`src/rtl/hbsd_pkg.sv`:
```
// shared types and constants for the bit-serial canonical huffman decoder
// used by hbsd_match and the core under rtl; depends on nothing else
package hbsd_pkg;

    localparam int MAX_CODE_LENGTH = 16;
    localparam int MAX_SYMBOLS     = 256;

    localparam int LEN_AW   = $clog2(MAX_CODE_LENGTH);
    localparam int SYM_AW   = $clog2(MAX_SYMBOLS);
    localparam int SYM_W    = 8;
    localparam int CNT_W    = 8;
    localparam int ACC_W    = MAX_CODE_LENGTH;
    localparam int FC_W     = MAX_CODE_LENGTH + 1;
    localparam int FI_W     = SYM_AW + 1;
    localparam int TOTAL_W  = 9;
    localparam int SUM_W    = $clog2(MAX_CODE_LENGTH * 255 + 1);
    localparam int CODE_W   = MAX_CODE_LENGTH + 2;
    localparam int POS_W    = SYM_AW + 2;

    typedef enum logic [1:0] {
        OP_LOAD_COUNT  = 2'd0,
        OP_LOAD_SYMBOL = 2'd1,
        OP_BUILD       = 2'd2,
        OP_DECODE      = 2'd3
    } op_t;

    typedef enum logic [1:0] {
        ERR_NONE    = 2'd0,
        ERR_OVERSUB = 2'd1,
        ERR_COUNT   = 2'd2,
        ERR_INVALID = 2'd3
    } err_t;

    typedef enum logic [1:0] {
        ST_IDLE,
        ST_BUILD,
        ST_LOOKUP,
        ST_REPLY
    } state_t;

    // one row of the per-length decode table
    typedef struct packed {
        logic [FC_W-1:0]  first_code;
        logic [FI_W-1:0]  first_index;
        logic [CNT_W-1:0] count;
    } tbl_entry_t;

    localparam int TBL_W = $bits(tbl_entry_t);

    typedef struct packed {
        logic              hit;
        logic              pos_ok;
        logic [SYM_AW-1:0] pos;
    } match_t;

endpackage

```
`src/rtl/hbsd_ram.sv`:
```
// generic single-port-write, single-port-read ram with registered read data
// no dependencies
module hbsd_ram #(
    parameter int WIDTH = 8,
    parameter int DEPTH = 16,
    parameter int AW    = $clog2(DEPTH)
) (
    input  logic             clk,
    input  logic             we,
    input  logic [AW-1:0]    waddr,
    input  logic [WIDTH-1:0] wdata,
    input  logic [AW-1:0]    raddr,
    output logic [WIDTH-1:0] rdata
);

    logic [WIDTH-1:0] mem [DEPTH];

    always_ff @(posedge clk)
    begin
        if (we)
        begin
            mem[waddr] <= wdata;
        end
        rdata <= mem[raddr];
    end

endmodule

```
`src/rtl/hbsd_match.sv`:
```
// compares a collected code against one length's table row
// depends on hbsd_pkg
module hbsd_match
    import hbsd_pkg::*;
(
    input  logic [ACC_W-1:0] acc,
    input  tbl_entry_t       entry,
    output match_t           m
);

    logic [FC_W-1:0]  acc_ext;
    logic [FC_W-1:0]  diff;
    logic             ge;
    logic [POS_W-1:0] pos_sum;

    assign acc_ext = {1'b0, acc};
    assign ge      = acc_ext >= entry.first_code;
    assign diff    = acc_ext - entry.first_code;
    // diff is below count when it hits, so its low byte is the offset
    assign pos_sum = POS_W'(entry.first_index) + POS_W'(diff[CNT_W-1:0]);

    assign m.hit    = ge && (diff < FC_W'(entry.count));
    assign m.pos_ok = (pos_sum[POS_W-1:SYM_AW] == '0);
    assign m.pos    = pos_sum[SYM_AW-1:0];

endmodule

```
`src/rtl/huffman_bit_serial_decoder_core.sv`:
```
// top level of the bit-serial canonical huffman decoder
// depends on hbsd_pkg, hbsd_ram and hbsd_match

// One word in, one word out. A count or symbol load goes straight to the reply
// state; a decode bit does one read of the per-length table ram, then one read
// of the symbol ram; a build walks the 16 code lengths one per cycle through
// the table ram's write port. Any reply waits while the previous result is
// still waiting on out_ready. A new word is taken only when the previous one
// is finished. Errors are sticky until the next good build; decoding to a
// symbol position never loaded returns an arbitrary byte.
module huffman_bit_serial_decoder_core
    import hbsd_pkg::*;
(
    input  logic               clk,
    input  logic               rst_n,
    input  logic               in_valid,
    output logic               in_ready,
    input  logic [1:0]         opcode,
    input  logic [7:0]         slot,
    input  logic [7:0]         payload,
    input  logic [TOTAL_W-1:0] symbol_total,
    input  logic               code_bit,
    output logic               out_valid,
    input  logic               out_ready,
    output logic               symbol_ready,
    output logic [SYM_W-1:0]   symbol,
    output logic [1:0]         error_code
);

    state_t state_reg, state_next;

    logic [CNT_W-1:0]   length_counts_reg [MAX_CODE_LENGTH];
    logic               lc_we;

    logic [ACC_W-1:0]   accum_reg, accum_next;
    logic [LEN_AW-1:0]  bits_taken_reg, bits_taken_next;
    logic               table_valid_reg, table_valid_next;
    logic               failed_reg, failed_next;
    err_t               err_reg, err_next;

    logic               bit_reg, bit_next;
    logic [TOTAL_W-1:0] total_reg, total_next;
    logic [LEN_AW-1:0]  step_reg, step_next;
    logic [SUM_W-1:0]   sum_reg, sum_next;
    logic [CODE_W-1:0]  code_reg, code_next;
    logic               over_reg, over_next;
    logic               hit_reg, hit_next;
    logic               pos_ok_reg, pos_ok_next;
    logic [SYM_AW-1:0]  pos_reg, pos_next;

    logic               out_valid_reg, out_valid_next;
    logic               symbol_ready_reg, symbol_ready_next;
    logic [SYM_W-1:0]   symbol_reg, symbol_next;
    err_t               error_code_reg, error_code_next;

    logic               tbl_we;
    tbl_entry_t         tbl_wdata;
    tbl_entry_t         tbl_rdata;
    logic [TBL_W-1:0]   tbl_rdata_raw;
    logic               sym_we;
    logic [SYM_AW-1:0]  sym_raddr;
    logic [SYM_W-1:0]   sym_rdata;

    logic [ACC_W-1:0]   acc_new;
    match_t             m;
    logic [CNT_W-1:0]   step_count;
    logic [CODE_W-1:0]  code_plus;
    logic [CODE_W-1:0]  code_limit;
    logic               step_over;

    // per-length table: first code, first symbol index and count
    hbsd_ram #(
        .WIDTH(TBL_W),
        .DEPTH(MAX_CODE_LENGTH)
    ) u_tbl_ram (
        .clk  (clk),
        .we   (tbl_we),
        .waddr(step_reg),
        .wdata(tbl_wdata),
        .raddr(bits_taken_reg),
        .rdata(tbl_rdata_raw)
    );

    assign tbl_rdata = tbl_entry_t'(tbl_rdata_raw);

    hbsd_ram #(
        .WIDTH(SYM_W),
        .DEPTH(MAX_SYMBOLS)
    ) u_sym_ram (
        .clk  (clk),
        .we   (sym_we),
        .waddr(slot[SYM_AW-1:0]),
        .wdata(payload),
        .raddr(sym_raddr),
        .rdata(sym_rdata)
    );

    assign acc_new = {accum_reg[ACC_W-2:0], bit_reg};

    hbsd_match u_match (
        .acc  (acc_new),
        .entry(tbl_rdata),
        .m    (m)
    );

    // build step arithmetic for the length at step_reg
    assign step_count = length_counts_reg[step_reg];
    assign code_plus  = code_reg + CODE_W'(step_count);
    assign code_limit = CODE_W'(1) << ({1'b0, step_reg} + (LEN_AW+1)'(1));
    assign step_over  = code_plus > code_limit;

    assign tbl_wdata.first_code  = code_reg[FC_W-1:0];
    assign tbl_wdata.first_index = sum_reg[FI_W-1:0];
    assign tbl_wdata.count       = step_count;

    // hold the symbol address through the reply so the read data stays put
    assign sym_raddr = (state_reg == ST_LOOKUP) ? m.pos : pos_reg;

    always_comb
    begin
        state_next        = state_reg;
        in_ready          = 1'b0;
        lc_we             = 1'b0;
        sym_we            = 1'b0;
        tbl_we            = 1'b0;
        accum_next        = accum_reg;
        bits_taken_next   = bits_taken_reg;
        table_valid_next  = table_valid_reg;
        failed_next       = failed_reg;
        err_next          = err_reg;
        bit_next          = bit_reg;
        total_next        = total_reg;
        step_next         = step_reg;
        sum_next          = sum_reg;
        code_next         = code_reg;
        over_next         = over_reg;
        hit_next          = hit_reg;
        pos_ok_next       = pos_ok_reg;
        pos_next          = pos_reg;
        out_valid_next    = out_valid_reg && !out_ready;
        symbol_ready_next = symbol_ready_reg;
        symbol_next       = symbol_reg;
        error_code_next   = error_code_reg;

        case (state_reg)
            ST_IDLE:
            begin
                in_ready = 1'b1;
                if (in_valid)
                begin
                    hit_next    = 1'b0;
                    pos_ok_next = 1'b0;
                    state_next  = ST_REPLY;
                    case (op_t'(opcode))
                        OP_LOAD_COUNT:
                        begin
                            if (slot[7:LEN_AW] == '0)
                            begin
                                lc_we            = 1'b1;
                                table_valid_next = 1'b0;
                            end
                        end
                        OP_LOAD_SYMBOL:
                        begin
                            sym_we           = 1'b1;
                            table_valid_next = 1'b0;
                        end
                        OP_BUILD:
                        begin
                            accum_next       = '0;
                            bits_taken_next  = '0;
                            failed_next      = 1'b0;
                            table_valid_next = 1'b0;
                            total_next       = symbol_total;
                            step_next        = '0;
                            sum_next         = '0;
                            code_next        = '0;
                            over_next        = 1'b0;
                            state_next       = ST_BUILD;
                        end
                        OP_DECODE:
                        begin
                            if (!table_valid_reg || failed_reg)
                            begin
                                err_next = ERR_INVALID;
                            end
                            else
                            begin
                                bit_next   = code_bit;
                                state_next = ST_LOOKUP;
                            end
                        end
                        default:
                        begin
                            state_next = ST_REPLY;
                        end
                    endcase
                end
            end

            ST_BUILD:
            begin
                tbl_we    = 1'b1;
                sum_next  = sum_reg + SUM_W'(step_count);
                code_next = code_plus << 1;
                over_next = over_reg || step_over;
                step_next = step_reg + LEN_AW'(1);
                if (step_reg == LEN_AW'(MAX_CODE_LENGTH - 1))
                begin
                    state_next = ST_REPLY;
                    // count check wins over the oversubscription check
                    if ((sum_next != SUM_W'(total_reg)) ||
                        (total_reg > TOTAL_W'(MAX_SYMBOLS)))
                    begin
                        err_next = ERR_COUNT;
                    end
                    else if (over_next)
                    begin
                        err_next = ERR_OVERSUB;
                    end
                    else
                    begin
                        table_valid_next = 1'b1;
                        err_next         = ERR_NONE;
                    end
                end
            end

            ST_LOOKUP:
            begin
                state_next  = ST_REPLY;
                pos_next    = m.pos;
                pos_ok_next = m.pos_ok;
                if (m.hit)
                begin
                    hit_next        = 1'b1;
                    accum_next      = '0;
                    bits_taken_next = '0;
                end
                else if (bits_taken_reg == LEN_AW'(MAX_CODE_LENGTH - 1))
                begin
                    // no code matched within the longest length
                    failed_next     = 1'b1;
                    err_next        = ERR_INVALID;
                    accum_next      = '0;
                    bits_taken_next = '0;
                end
                else
                begin
                    accum_next      = acc_new;
                    bits_taken_next = bits_taken_reg + LEN_AW'(1);
                end
            end

            ST_REPLY:
            begin
                if (!out_valid_reg || out_ready)
                begin
                    out_valid_next    = 1'b1;
                    symbol_ready_next = hit_reg;
                    symbol_next       = (hit_reg && pos_ok_reg) ? sym_rdata : '0;
                    error_code_next   = err_reg;
                    state_next        = ST_IDLE;
                end
            end

            default:
            begin
                state_next = ST_IDLE;
            end
        endcase
    end

    always_ff @(posedge clk or negedge rst_n)
    begin
        if (!rst_n)
        begin
            state_reg <= ST_IDLE;
        end
        else
        begin
            state_reg <= state_next;
        end
    end

    always_ff @(posedge clk or negedge rst_n)
    begin
        if (!rst_n)
        begin
            for (int i = 0; i < MAX_CODE_LENGTH; i++)
            begin
                length_counts_reg[i] <= '0;
            end
        end
        else if (lc_we)
        begin
            length_counts_reg[slot[LEN_AW-1:0]] <= payload;
        end
    end

    always_ff @(posedge clk or negedge rst_n)
    begin
        if (!rst_n)
        begin
            accum_reg        <= '0;
            bits_taken_reg   <= '0;
            table_valid_reg  <= 1'b0;
            failed_reg       <= 1'b0;
            err_reg          <= ERR_NONE;
            step_reg         <= '0;
            over_reg         <= 1'b0;
            hit_reg          <= 1'b0;
            pos_ok_reg       <= 1'b0;
            out_valid_reg    <= 1'b0;
        end
        else
        begin
            accum_reg        <= accum_next;
            bits_taken_reg   <= bits_taken_next;
            table_valid_reg  <= table_valid_next;
            failed_reg       <= failed_next;
            err_reg          <= err_next;
            step_reg         <= step_next;
            over_reg         <= over_next;
            hit_reg          <= hit_next;
            pos_ok_reg       <= pos_ok_next;
            out_valid_reg    <= out_valid_next;
        end
    end

    always_ff @(posedge clk)
    begin
        bit_reg          <= bit_next;
        total_reg        <= total_next;
        sum_reg          <= sum_next;
        code_reg         <= code_next;
        pos_reg          <= pos_next;
        symbol_ready_reg <= symbol_ready_next;
        symbol_reg       <= symbol_next;
        error_code_reg   <= error_code_next;
    end

    assign out_valid    = out_valid_reg;
    assign symbol_ready = symbol_ready_reg;
    assign symbol       = symbol_reg;
    assign error_code   = error_code_reg;

    // a completed code only comes from a good table
    a_hit_no_error: assert property (@(posedge clk) disable iff (!rst_n)
        out_valid && symbol_ready |-> error_code == ERR_NONE)
        else $error("symbol delivered with a sticky error");

    a_valid_table_clean: assert property (@(posedge clk) disable iff (!rst_n)
        table_valid_reg && !failed_reg |-> err_reg == ERR_NONE)
        else $error("usable table while an error is held");

    a_one_at_a_time: assert property (@(posedge clk) disable iff (!rst_n)
        in_valid && in_ready |=> !in_ready)
        else $error("second word taken before the first finished");

    a_lookup_after_decode: assert property (@(posedge clk) disable iff (!rst_n)
        state_reg == ST_LOOKUP |-> $past(in_valid && in_ready) &&
            $past(opcode) == OP_DECODE)
        else $error("table lookup without a decode word");

endmodule

```
`config.mk`:
```
export PLATFORM = sky130hd
export DESIGN_NAME = huffman_bit_serial_decoder_core
export DESIGN_NICKNAME = d
export VERILOG_FILES = /design/src/rtl/hbsd_pkg.sv /design/src/rtl/hbsd_ram.sv /design/src/rtl/hbsd_match.sv /design/src/rtl/huffman_bit_serial_decoder_core.sv
export SDC_FILE = /design/constraint.sdc
export NUM_CORES = 2
export LEC_CHECK = 0
export BUFFER_PORTS_ARGS = -buffer_cell sky130_fd_sc_hd__buf_2
export CELL_PAD_IN_SITES_DETAIL_PLACEMENT = 0
export CELL_PAD_IN_SITES_GLOBAL_PLACEMENT = 1
export CORE_ASPECT_RATIO = 1.75
export CORE_UTILIZATION = 50
export CTS_BUF_LIST = sky130_fd_sc_hd__clkbuf_2
export CTS_CLUSTER_SIZE = 12
export DETAILED_ROUTE_END_ITERATION = 10
export HOLD_SLACK_MARGIN = 0.06
export PLACE_DENSITY_LB_ADDON = 0.1
export SLEW_MARGIN = 20
export SYNTH_ARGS = -nofsm -noshare
export SYNTH_HDL_FRONTEND = slang
export SYNTH_SLANG_ARGS = --single-unit
```
`constraint.sdc`:
```
create_clock -name clk -period 5.5 [get_ports clk]
set_input_delay 0.55 -clock clk [delete_from_list [all_inputs] [get_ports clk]]
set_output_delay 0.55 -clock clk [all_outputs]
set_load 0.02 [all_outputs]
```
==> impl_table.tex <==
\begin{tabular}{lr}
\hline
Metric & Value \\
\hline
\multicolumn{2}{l}{\textbf{Outcome}} \\
\quad Run status & finished clean \\
\multicolumn{2}{l}{\textbf{Route}} \\
\quad Routed wirelength normalized by instance count & 29.5 µm \\
\quad Number of detailed-route iterations in the first pass & 6 \\
\quad Via count & 75750 \\
\quad Number of DRC markers after the initial detailed-route iteration & 6633 \\
\quad Vias/cell & 5.94 \\
\quad Post-route ant nets & 0 \\
\quad DRT Wirelength & 376 mm \\
\quad Detailed-route DRC error count & 0 \\
\multicolumn{2}{l}{\textbf{Logic synthesis}} \\
\quad EDFF count, synth & 2626 \\
\quad Sequential fraction of the synthesis area & 0.724 \\
\quad Library cell with the highest instance count after synthesis & sky130\_fd\_sc\_hd\_\_edfxtp\_1 \\
\quad Share of synthesized flip-flops with an asynchronous set or reset & 0.0568 \\
\quad Most numerous cell types in the synthesized netlist & sky130\_fd\_sc\_hd\_\_edfxtp\_1, sky130\_fd\_sc\_hd\_\_nand2\_1, sky130\_fd\_sc\_hd\_\_nand3\_1 \\
\quad Post-Synthesis Mean Instance Area & 13.5 µm² \\
\quad Number of synthesized register bits & 2836 \\
\quad Biggest area consumer among synthesized cells & sky130\_fd\_sc\_hd\_\_edfxtp\_1 \\
\quad Most used DFF post-synth & sky130\_fd\_sc\_hd\_\_edfxtp\_1 \\
\quad Multiplexer share of the synthesized area & 0.0474 \\
\quad Post-synthesis instance area & 116000 µm² \\
\quad Synthesized-area fraction occupied by adder cells & 0.00922 \\
\quad Post-synthesis xor/xnor area fraction & 0.00314 \\
\quad Number of different library cells in the post-synthesis netlist & 86 \\
\quad Yosys warnings & 0 \\
\quad Synth Instances & 8574 \\
\quad Number of nets in the synthesized netlist & 8689 \\
\quad Cell types with the largest area share after synthesis & sky130\_fd\_sc\_hd\_\_edfxtp\_1, sky130\_fd\_sc\_hd\_\_nand2\_1, sky130\_fd\_sc\_hd\_\_nand3\_1, sky130\_fd\_sc\_hd\_\_dfrtp\_1, sky130\_fd\_sc\_hd\_\_mux4\_2 \\
\quad Synth Area in Simple Gates & 0.141 \\
\quad Share of the synthesized area in compound gates (AO/OA/AOI/OAI) & 0.0520 \\
\quad Combinational family with the most area after synthesis & simple AND/OR/NAND/NOR gates \\
\quad Synth top area share & 0.681 \\
\multicolumn{2}{l}{\textbf{Setup path}} \\
\quad R2r worst-path depth & 21 \\
\quad Worst path max stage delay & 520 ps \\
\quad Sum of buffers and inverters on the critical path & 3 \\
\quad Sequence of cells on the critical path & buf\_12, mux4\_2, mux4\_2, ha\_1, fa\_1, a21o\_1, a21oi\_2, o21bai\_1, a21o\_1, a21oi\_2, buf\_4, nor2\_1, xor2\_1, ha\_1, and4\_1, a221oi\_2, o211ai\_1, nand2\_2, buf\_4, o21ai\_0, mux2\_1 \\
\quad Critical path startpoint category & flip-flop \\
\quad End point of the critical path & err\_reg[0] \\
\quad Worst setup path start & step\_reg[0] \\
\quad Top Family by Delay on Critical Path & compound AO/OA/AOI/OAI gates \\
\quad Arrival time at the worst endpoint & 7020 ps \\
\quad Crit-path max FO & 4 \\
\quad Slowest cell on crit path & sky130\_fd\_sc\_hd\_\_mux4\_2 \\
\quad Worst r2r src & step\_reg[0] \\
\quad Number of stages on the worst setup path & 21 \\
\quad Element type at the critical path end & flip-flop \\
\quad Reg-to-reg setup timing slack & 180 ps \\
\quad Endpoint of the worst register-to-register path & err\_reg[0] \\
\quad WP data required & 7190 ps \\
\quad Crit path kind & flip-flop to flip-flop \\
\multicolumn{2}{l}{\textbf{Job}} \\
\quad Max-capacitance violation count & 0 \\
\multicolumn{2}{l}{\textbf{Place}} \\
\quad Placement Cell Area & 122000 µm² \\
\quad GPL Wtd Cong & 0.958 \\
\quad Count of placed standard cells including taps & 11531 \\
\quad Number of I/O port buffers & 44 \\
\quad Detailed Place HPWL & 236 mm \\
\multicolumn{2}{l}{\textbf{Hold path}} \\
\quad Path type of the worst min-delay path & input port to flip-flop \\
\multicolumn{2}{l}{\textbf{Clock tree}} \\
\quad Sink count of the clock tree & 2836 \\
\quad Clock tree from TritonCTS & yes \\
\quad Clock-pin transition on the worst setup and hold timing paths & 130 ps \\
\quad Max Buffers Root-to-Sink & 4 \\
\quad Maximum level of the CTS H-tree & 6 \\
\quad Root buffer cell & sky130\_fd\_sc\_hd\_\_clkbuf\_2 \\
\quad Worst-Skew Late Latency & 1820 ps \\
\quad Num CTS Buffers & 637 \\
\multicolumn{2}{l}{\textbf{Cells and area}} \\
\quad Number of fill cells in the layout & 19430 \\
\quad Final instance area & 129000 µm² \\
\quad Largest register FFs & 2048 \\
\quad Multi-input gate area in the final layout & 29500 µm² \\
\quad Final layout net count & 9325 \\
\quad Share of final-layout standard cells stronger than drive strength 1 & 0.183 \\
\quad Area occupied by registers & 83900 µm² \\
\quad P\&R area growth vs syn & 11.0\% \\
\quad Final Core Density & 0.558 \\
\quad Final Instance Count excl. Fillers & 12763 \\
\multicolumn{2}{l}{\textbf{GRT}} \\
\quad Antenna violations before repair & 18 \\
\quad Total grt overflow & 0 \\
\quad First-pass GRT wire length & 532 mm \\
\quad Combined global-route utilization of all metal layers & 0.318 \\
\quad Number of global-route vias before repair & 75942 \\
\quad Pin count of the biggest net entering global routing & 162 \\
\multicolumn{2}{l}{\textbf{Timing}} \\
\quad \# setup viols final & 0 \\
\quad Minimum period implied by the final worst setup slack & 5320 ps \\
\quad Worst Tran Pin Value & 1270 ps \\
\quad Highest achievable clock rate & 0.188 GHz \\
\quad Final-report hold violation count & 0 \\
\quad RSZ-0062 raised after global routing & true \\
\quad Clock skew after layout & 153 ps \\
\quad Pins over their slew limit & 0 \\
\quad Relative slew slack & 0.151 \\
\quad Crit share post-route & 0.968 \\
\multicolumn{2}{l}{\textbf{Floorplanning}} \\
\quad Width of the chip & 366 µm \\
\quad Total die area & 234000 µm² \\
\quad Die height & 639 µm \\
\quad Starting Density & 0.503 \\
\quad Std-Cell Core Area & 230000 µm² \\
\quad Num ports & 45 \\
\quad Floorplan row count & 233 \\
\hline
\end{tabular}
worst reg2reg max path, cell delays in order, from the launching register on:
cell,delay (ps)
sky130_fd_sc_hd__dfrtp_2,460
sky130_fd_sc_hd__buf_12,130
sky130_fd_sc_hd__mux4_2,490
sky130_fd_sc_hd__mux4_2,520
sky130_fd_sc_hd__ha_1,250
sky130_fd_sc_hd__fa_1,410
sky130_fd_sc_hd__a21o_1,210
sky130_fd_sc_hd__a21oi_2,160
sky130_fd_sc_hd__o21bai_1,90
sky130_fd_sc_hd__a21o_1,220
sky130_fd_sc_hd__a21oi_2,210
sky130_fd_sc_hd__buf_4,150
sky130_fd_sc_hd__nor2_1,50
sky130_fd_sc_hd__xor2_1,170
sky130_fd_sc_hd__ha_1,340
sky130_fd_sc_hd__and4_1,210
sky130_fd_sc_hd__a221oi_2,300
sky130_fd_sc_hd__o211ai_1,150
sky130_fd_sc_hd__nand2_2,140
sky130_fd_sc_hd__buf_4,150
sky130_fd_sc_hd__o21ai_0,80
sky130_fd_sc_hd__mux2_1,330
through the flow:
| stage | setup slack [ps] | hold slack (ps) | TNS, ps |
|---|---|---|---|
| after floorplan | 3.68 | 254 | 0 |
| after CTS | 24.3 | 60.7 | 0 |
| after global placement | -413 | 483 | -1350 |
| after global routing | -18.4 | 93.7 | -18.4 |
| final | 178 | 189 | 0 |
| after detailed placement | -60.6 | 479 | -60.6 |
routing by layer:
metal	global-route usage	share of wire	routed length, µm	vias to the layer above
met1	0.333	0.33	124000	38132
met5	0	0.00026	99	-
met3	0.0502	0.060	22600	964
li1	-	-	-	33561
met2	0.570	0.52	196000	3077
met4	0.242	0.086	32500	16
logic make-up (layout without fill, tap and decap cells):
kind of cell / Yosys count / in the layout
flip-flops: 2836 / 2836
other: 0 / 12
AO/OA/AOI/OAI: 815 / 815
buffers and inverters: 614 / 1736
AND/OR/NAND/NOR: 3791 / 3791
XOR/XNOR: 40 / 40
multiplexers: 395 / 395
adder cells (fa/ha/maj): 83 / 83
repair_timing:
item	CTS	global route
setup endpoints to repair	2	8
endpoints found under the hold margin	3238	0
gates cloned	0	0
gates resized for setup	1	9
buffers inserted	4	0
hold buffers	90	0
worst min-delay path by stage:
stage / start / to / slack [ps] / depth (start not counted)
floorplan: rst_n / accum_reg[0] / 250 / 0
global placement: length_counts_reg[41] / length_counts_reg[41] / 480 / 1
detailed placement: err_reg[1] / error_code[1] / 480 / 0
CTS: slot[2] / u_sym_ram.mem[147][7] / 60 / 5
global route: slot[2] / u_sym_ram.mem[147][7] / 90 / 5
finish: slot[2] / u_sym_ram.mem[147][7] / 190 / 5
final cells by class:
cell class,instances,share of cell area
Antenna cell,12,0.000234
Clock buffer,918,0.0357
Clock inverter,207,0.00887
Inverter,62,0.00204
Multi-Input combinational cell,5124,0.229
Sequential cell,2836,0.652
Tap cell,3055,0.0297
Timing Repair Buffer,549,0.0417
placed cells by master, fill, tap and decap left out, types with 16 or more instances in the layout:
master                             n
sky130_fd_sc_hd__xor2_1           18
sky130_fd_sc_hd__mux2i_1         137
sky130_fd_sc_hd__clkinv_2         23
sky130_fd_sc_hd__a32oi_1          19
sky130_fd_sc_hd__a311oi_1        266
sky130_fd_sc_hd__clkbuf_2        918
sky130_fd_sc_hd__edfxtp_1       2626
sky130_fd_sc_hd__buf_12           70
sky130_fd_sc_hd__and2_1           22
sky130_fd_sc_hd__nand2_1        2181
sky130_fd_sc_hd__nand4_1          19
sky130_fd_sc_hd__o21ai_0         105
sky130_fd_sc_hd__clkinv_1        148
sky130_fd_sc_hd__nand3_1         878
sky130_fd_sc_hd__buf_4           344
sky130_fd_sc_hd__nor2b_1          16
sky130_fd_sc_hd__dfrtp_1         157
sky130_fd_sc_hd__mux4_2          108
sky130_fd_sc_hd__dlygate4sd3_1    81
sky130_fd_sc_hd__inv_2            22
sky130_fd_sc_hd__nor3_1           53
sky130_fd_sc_hd__a21o_1           24
sky130_fd_sc_hd__inv_1            53
sky130_fd_sc_hd__nor2_1          326
sky130_fd_sc_hd__mux2_2          146
sky130_fd_sc_hd__a31oi_1          86
sky130_fd_sc_hd__dfxtp_1          49
sky130_fd_sc_hd__a211oi_1         18
sky130_fd_sc_hd__ha_1             79
sky130_fd_sc_hd__xnor2_1          21
sky130_fd_sc_hd__and3_1          200
sky130_fd_sc_hd__a21oi_1         102
sky130_fd_sc_hd__a221oi_1         38
sky130_fd_sc_hd__a22oi_1          37
sky130_fd_sc_hd__buf_2            35
Power is not shown: default switching activity piles up to over one toggle a cycle in this logic, so the estimate is an artifact.
